[src/rtl/core/sachm_ram.sv]
`timescale 1ns / 1ps
`default_nettype none
// ----------------------------------------------------------------------------
// sachm_ram
// Generic simple dual-port RAM: one write port, one read port, registered read.
// ----------------------------------------------------------------------------
module sachm_ram #(
    parameter int WIDTH = 8,
    parameter int DEPTH = 16
) (
    input  wire logic                     clk,
    input  wire logic                     we,
    input  wire logic [$clog2(DEPTH)-1:0] waddr,
    input  wire logic [WIDTH-1:0]         wdata,
    input  wire logic                     re,
    input  wire logic [$clog2(DEPTH)-1:0] raddr,
    output logic      [WIDTH-1:0]         rdata
);

    logic [WIDTH-1:0] mem [DEPTH];

    // Write port.
    always_ff @(posedge clk)
    begin
        if (we)
        begin
            mem[waddr] <= wdata;
        end
    end

    // Read port; the data holds while no read is issued.
    always_ff @(posedge clk)
    begin
        if (re)
        begin
            rdata <= mem[raddr];
        end
    end

endmodule
`default_nettype wire

[config.mk]
export PLATFORM = sky130hd
export DESIGN_NAME = sachm_ram
export DESIGN_NICKNAME = d
export VERILOG_FILES = /design/src/rtl/core/sachm_ram.sv
export SDC_FILE = /design/constraint.sdc
export NUM_CORES = 1
export LEC_CHECK = 0
export BUFFER_PORTS_ARGS = -buffer_cell sky130_fd_sc_hd__buf_4
export CAP_MARGIN = 20
export CORE_ASPECT_RATIO = 0.75
export CORE_MARGIN = 2
export CORE_UTILIZATION = 33
export DETAILED_ROUTE_END_ITERATION = 8
export GPL_TIMING_DRIVEN = 0
export PLACE_DENSITY = 0.54
export SYNTH_ARGS = -nofsm -noshare
export SYNTH_HDL_FRONTEND = slang
export SYNTH_SLANG_ARGS = --single-unit
[constraint.sdc]
create_clock -name clk -period 1.7 [get_ports clk]
set_input_delay 0.17 -clock clk [delete_from_list [all_inputs] [get_ports clk]]
set_output_delay 0.17 -clock clk [all_outputs]
set_load 0.05 [all_outputs]
# Word level (Yosys, flattened, before mapping)
# Memory sizes are Yosys's and may differ from the RTL's. A register that Yosys moved wholly into a read port is not among the register bits.
# Cells that the tools add are included.
# W data, S select, Z words.
[word_totals]
regBits = 0
latch_bits = 0
ramBits = 128
rom_bits = 0
input_bits = 19
out_inout_bits = 8
word_cells = 3
memories = 1
[op_classes]
n_addsub = 0
n_mul = 0
div = 0
magnitude_cmp = 0
eq_ne = 0
shift = 0
mux = 2
n_bitwise = 0
reduce_logical = 0
[mem_list]
columns = ["memory", "depth", "word_bits", "rd", "rd_clocked_by_memory_dff", "write_ports", "line", "text"]
rows = [
  ["mem", 16, 8, 1, 1, 1, "20", "logic [WIDTH-1:0] mem [DEPTH];"],
]
[op_table]
columns = ["operator", "count"]
rows = [
  ["$mux W1", 2],
]

# Depth between registers and ports, before layout
# Gate-level depths: netlist of run 1.
[depth]
ltp_word = 2
mapped_depth = 5
ltp_nobuf = 3

# Least setup slack after synthesis of run 1
# OpenSTA, ideal clock, no wires.
[synth_timing]
path_type = "input to register"
startpoint = "input waddr[2]"
endpoint = "memory mem[0][0] (enable)"
t_arrival_ps = 1280
required_ps = 1317
path_slack_ps = 37
stages = 2
n_path_buf = 0
cell_sequence = "or3b_2 nor3_1"
[synth_rtl]
columns = ["element", "line", "text"]
rows = [
  ["start, declared", "13", "input wire logic [$clog2(DEPTH)-1:0] waddr,"],
  ["end, declared", "20", ""],
]
# No word-level cell before the write port.

# Worst setup path in the final report of run 1
[layout_timing]
startpoint = "input waddr[2]"
endpoint = "memory mem[0][1] (enable)"
# No word-level cell before the write port.

==> reports/qor.yml, run 1 <==
logic_synthesis:
  syn_area_mm2: 0.00523
  synth_fp_nets: 248
  synth_area_per_cell_um2: 22.8
  synth_cells: 229
  yosys_register_bits: 136
  ys_seq_area_frac: 0.781
  synth.distinct_cells: 18
  netlist.top_cell.by_area: "edfxtp_1"
  synth_warnings: 0
  synth_top_cells_by_area: "edfxtp_1 78%, mux4_2 7.8%, mux4_1 7.0%, a22oi_1 2.3%, nor2_1 0.93%"
  netlist.area_leader.share: 0.781
grt:
  first_global_vias: 2416
  gr-usage-all-layers: 0.137
  grt.overflow.total: 0
  grt_max_degree: 17
  grt_pass1_wl_um: 15700
  antenna_found_initial: 0
worst_hold_path:
  min_to: "rdata[2]"
  hold_start: "re"
  hold_depth: 1
  hp-class: "in2reg"
floorplanning:
  fp.dieH_um: 113
  coreArea_mm2: 0.0154
  start_util: 0.340
  io_pins: 27
  die-area_mm2: 0.0169
  rows: 39
  die_w_um: 149
critical_path:
  r2r_slack_ns: 0.13
  worstPathMaxFanout: 5
  critPathMaxStageDelay_ns: 0.62
  cp.required_ns: 1.81
  ff2ff_path_depth: 3
  cp-end-kind: "register"
  r2r-start: "mem[15][0]"
  worstReg2RegEnd: "rdata[0]"
  path_class: "in2reg"
  cp_slowest_cell: "nor3_1"
  cp.arrival_ns: 1.70
  cpMostUsedCell: "buf_4"
  cp-start-kind: "input port"
  path_cells: "buf_4 > or3b_2 > nor3_1 > buf_4"
power:
  p_total_w: 0.00778
  static-leakage-power_nw: 2.07
  p_per_area_mw_per_mm2: 1240
  peakVddDrop_v: 0.000673
drt:
  vias: 2398
  drt-initial-drc-count: 220
  drtAntennaViolNets: 0
  finalWirelength_um: 10700
  firstDrtPassIters: 5
  wl_per_cell_um: 21.7
  via_per_inst: 4.86
  drc: 0
clock_network:
  holdBufCountCts: 0
  htreeDepth: 4
  clkTransAtPathRegs_ns: 0.06
  clk_latency_ns: 0.40
  cts_setup_buffers: 0
  numCtsBuffers: 17
  cts.path.max_buffers: 2
  cts_root_buf: "clkbuf_16"
  clock_sinks: 136
  cts_tree: "built"
  cts_resized: 0
sta:
  worst_slew_pin_slew_ns: 0.874
  timing.fmax_ghz: 0.631
  period_minus_slack_ns: 1.58
  setup_viol_count_final: 0
  slew_headroom: 0.415
  fin_skew_ns: 0.00962
  rsz0062_at_grt: "no"
  fin_crit_sh: 0.932
  hold_viol: 0
  slew_violations: 0
outcome:
  status: "finished clean"
place:
  io_buffer_count: 25
  dp.cells: 463
  gp_congestion: 0.701
  place_hpwl_um: 6910
layout:
  num_antenna_cells: 0
  layout-drive-gt1-share: 0.288
  syn_to_final_growth_pct: 19.8
  layout.nets: 296
  fin_cells: 493
run:
  maxCapViolCount: 0
critical path, delay by kind of cell:
family | cells | cell delay (ns)
buffers and inverters | 2 | 0.40
AND/OR/NAND/NOR | 2 | 1.13
cell families (layout without fill, tap and decap cells):
| group | after synthesis | in the layout | synth area share |
|---|---|---|---|
| DFF | 136 | 136 | 0.781 |
| and+or+nand+nor | 35 | 35 | 0.0314 |
| muxes | 32 | 32 | 0.148 |
| AOI/OAI and AO/OA | 16 | 16 | 0.0230 |
| buffers and inverters | 10 | 69 | 0.0165 |
area by class of cell:
class                           count  area (um2)
Fill cell                        1380        9110
Tap cell                          205         256
Sequential cell                   136        4080
Buffer                             10        86.3
Clock inverter                     11         133
Timing Repair Buffer               29         215
Clock buffer                       19         433
Multi-Input combinational cell     83        1060
worst max path at each step:
stage,from,endpoint,slack (ns),depth (start not counted)
after CTS,waddr[2],mem[0][4],0.08,4
final,waddr[2],mem[0][1],0.12,4
after global routing,waddr[2],mem[0][1],0.01,4
after floorplan,waddr[2],mem[0][0],0.04,2
after detailed placement,waddr[2],mem[0][7],-0.35,4
after global placement,waddr[2],mem[0][7],-0.60,3
cell usage in the layout (no fill, tap or decap), types with 4 or more instances in the layout:
cell and instances:
buf_2 4, a22oi_1 16, nor2_1 13, clkbuf_16 17
nand2_1 9, mux4_2 18, nor3_1 4, mux4_1 14
edfxtp_1 136, buf_4 29
registers in the layout, indices dropped and copies added (netlist names):
signal / cells
mem: 128
rdata: 8
Yosys cell counts:
cell	n
and2b_1	1
buf_4	1
nand3_1	1
or3b_2	1
nor2b_1	1
mux4_1	14
nor3_1	4
mux4_2	18
buf_6	3
and2_1	1
nand3b_1	2
edfxtp_1	136
nor2_1	13
nand2_1	9
buf_2	3
nand2b_1	2
clkdlybuf4s25_2	3
a22oi_1	16
through the flow:
step                      area (um2)  TNS, ns  hold WS (ns)  worst slack [ns]  utilization
after floorplan                 5230        0         0.269            0.0371            -
after global placement          5670   -14.94         0.448            -0.602        0.369
after detailed placement        5700    -6.37         0.450            -0.348        0.371
after CTS                       6260        0        0.0231            0.0794        0.408
after global routing            6260        0        0.0250            0.0136        0.408
final                           6260        0        0.0368             0.116        0.408
routing by layer:
metal / global-route usage / routed length [um]
met2: 0.195 / 4840
met5: 0 / 0
met3: 0.0391 / 802
met4: 0.0457 / 34
met1: 0.203 / 5020
report_power, final:
group          leakage [nW]  switching (W)  internal (W)
clock network         0.275        0.00128       0.00227
registers              1.24      0.0000150       0.00378
logic                 0.560       0.000273      0.000169
total                  2.07        0.00157       0.00621
(Power assumes the default switching activity.)
==> inputs of run 2 (changes only) <==
==> constraint.sdc (replaced) <==
create_clock -name clk -period 1.3 [get_ports clk]
set_input_delay 0.13 -clock clk [delete_from_list [all_inputs] [get_ports clk]]
set_output_delay 0.13 -clock clk [all_outputs]
set_load 0.05 [all_outputs]
==> run 2 against run 1 <==
Net effect: the run now ends with negative setup slack left; via count grew 2.1%; highest routed layer unchanged; global-route usage shrank 0.058 points; power grew 37%; largest power group is now the clock network; core utilization grew 0.64 points; die area is the same; critical path depth shrank 1.
==> reports/qor.yml, run 2 (synthesis results as in run 1) <==
outcome:
  status: "finished, violations left"
  violations: "negative setup slack"
layout:
  seq_area_mm2: 0.00408
  syn_to_final_growth_pct: 21.7
  layout.nets: 292
  top_regs: "mem: 128 flops, rdata: 8 flops"
  fin_cells: 491
  layout-drive-gt1-share: 0.399
  nFillCells: 1370
  mostFrequentLayoutCells: "136 x edfxtp_1, 32 x mux4_2, 25 x buf_4"
  final_common_cell: "edfxtp_1"
  multiInputGateArea_mm2: 0.00108
  largest_reg_flops: 128
  top_register: "mem"
  num_antenna_cells: 0
drt:
  firstDrtPassIters: 4
  finalWirelength_um: 10700
  drtAntennaViolNets: 0
  via_per_inst: 4.99
  drc: 0
  drt-initial-drc-count: 218
  wl_per_cell_um: 21.8
  vias: 2448
critical_path:
  cp.required_ns: 1.44
  cp-end-kind: "register"
  worstPathMaxFanout: 1
  cp-start-kind: "register"
  path_class: "reg2reg"
  path_cells: "mux4_2 > a22oi_2 > nand2_1"
  cp_slowest_cell: "mux4_2"
  cp.arrival_ns: 1.57
  critPathMaxStageDelay_ns: 0.49
clock_network:
  cts_root_buf: "clkbuf_16"
  htreeDepth: 4
  numCtsBuffers: 17
  clk_latency_ns: 0.41
  holdBufCountCts: 0
  clkTransAtPathRegs_ns: 0.06
  clock_sinks: 136
  cts_tree: "built"
  cts.path.max_buffers: 2
floorplanning:
  coreArea_mm2: 0.0154
  die-area_mm2: 0.0169
  io_pins: 27
  start_util: 0.340
  rows: 39
  die_w_um: 149
  fp.dieH_um: 113
sta:
  period_minus_slack_ns: 1.43
  setup_ws_ns: -0.126
  worst_slew_pin_slew_ns: 0.904
  slew_violations: 0
  hold_ws_ns: 0.0263
  timing.fmax_ghz: 0.701
  fin_crit_sh: 1.10
  setup_viol_count_final: 8
  fin_skew_ns: 0.00702
  slew_headroom: 0.395
  hold_viol: 0
  rsz0062_at_grt: "yes"
  tns_ns: -0.613
grt:
  grt_pass1_wl_um: 15700
  antenna_found_initial: 0
  gr-usage-all-layers: 0.136
  grt_max_degree: 17
  first_global_vias: 2545
  grt.overflow.total: 0
place:
  dp.cells: 459
  post-place-ws_ns: -0.613
  gp_congestion: 0.684
  io_buffer_count: 25
  place_hpwl_um: 6810
power:
  static-leakage-power_nw: 2.04
  peakVddDrop_v: 0.00105
  p_per_area_mw_per_mm2: 1680
run:
  maxCapViolCount: 0
worst_hold_path:
  hp-class: "in2reg"
-- run 2: changes by cell type in the layout (fill, tap and decap cells not counted), moves of 6 or more --
| cell | delta |
|---|---|
| mux4_1 | -14 |
| nor2_1 | -6 |
| a22oi_2 | +6 |
| nor2_2 | +6 |
| a22oi_1 | -6 |
| mux4_2 | +14 |
-- run 2: per-stage QoR --
stage | area (um2) | utilization | power [W]
global route | 6360 | 0.414 | 0.0110
global placement | 5670 | 0.369 | 0.00563
finish | 6360 | 0.414 | 0.0107
CTS | 6340 | 0.413 | 0.0108
detailed placement | 5680 | 0.369 | 0.00565
floorplan | 5230 | - | 0.00540
-- run 2: report_power, final --
| part | total (W) | internal (W) | leakage, nW | switching (W) |
|---|---|---|---|---|
| Clock | 0.00511 | 0.00337 | 0.300 | 0.00174 |
| Combinational | 0.000600 | 0.000242 | 0.505 | 0.000358 |
| Sequential | 0.00497 | 0.00494 | 1.24 | 0.0000253 |
-- run 2: per-layer routing --
| layer | vias up | GRT usage | routed length [um] |
|---|---|---|---|
| met3 | 17 | 0.0411 | 698 |
| met4 | 0 | 0.0610 | 139 |
| met1 | 1295 | 0.197 | 5130 |
| met5 | - | 0 | 0 |
| met2 | 80 | 0.191 | 4740 |
| li1 | 1056 | - | - |
-- run 2: critical path, delay by kind of cell, from the launching register on --
kind,cells,cell delay [ns]
AOI/OAI and AO/OA,1,0.19
DFF,1,0.37
muxes,1,0.49
and+or+nand+nor,1,0.11
-- run 2: final timing paths --
kind	from	end	slack, ns	cells past startpoint
min	wdata[0]	mem[2][0]	0.03	1
min reg2reg	mem[14][6]	rdata[6]	0.74	3
max	mem[3][4]	rdata[4]	-0.13	3
max reg2reg	mem[3][4]	rdata[4]	-0.13	3
-- run 2: final cells by class --
class                      instances  share of cell area
sequential                       136               0.642
clock buffer                      17              0.0669
multi-input combinational         83               0.170
timing repair buffer              25              0.0295
buffer                            10              0.0189
clock inverter                    15              0.0326
tap                              205              0.0403
-- run 2: what timing repair did --
item                       in CTS  in global routing
setup buffers                   0                  0
setup endpoints to repair      40                 36
hold endpoints to repair        0                  0
pin swaps                       1                  2
gates resized for setup         8                  7
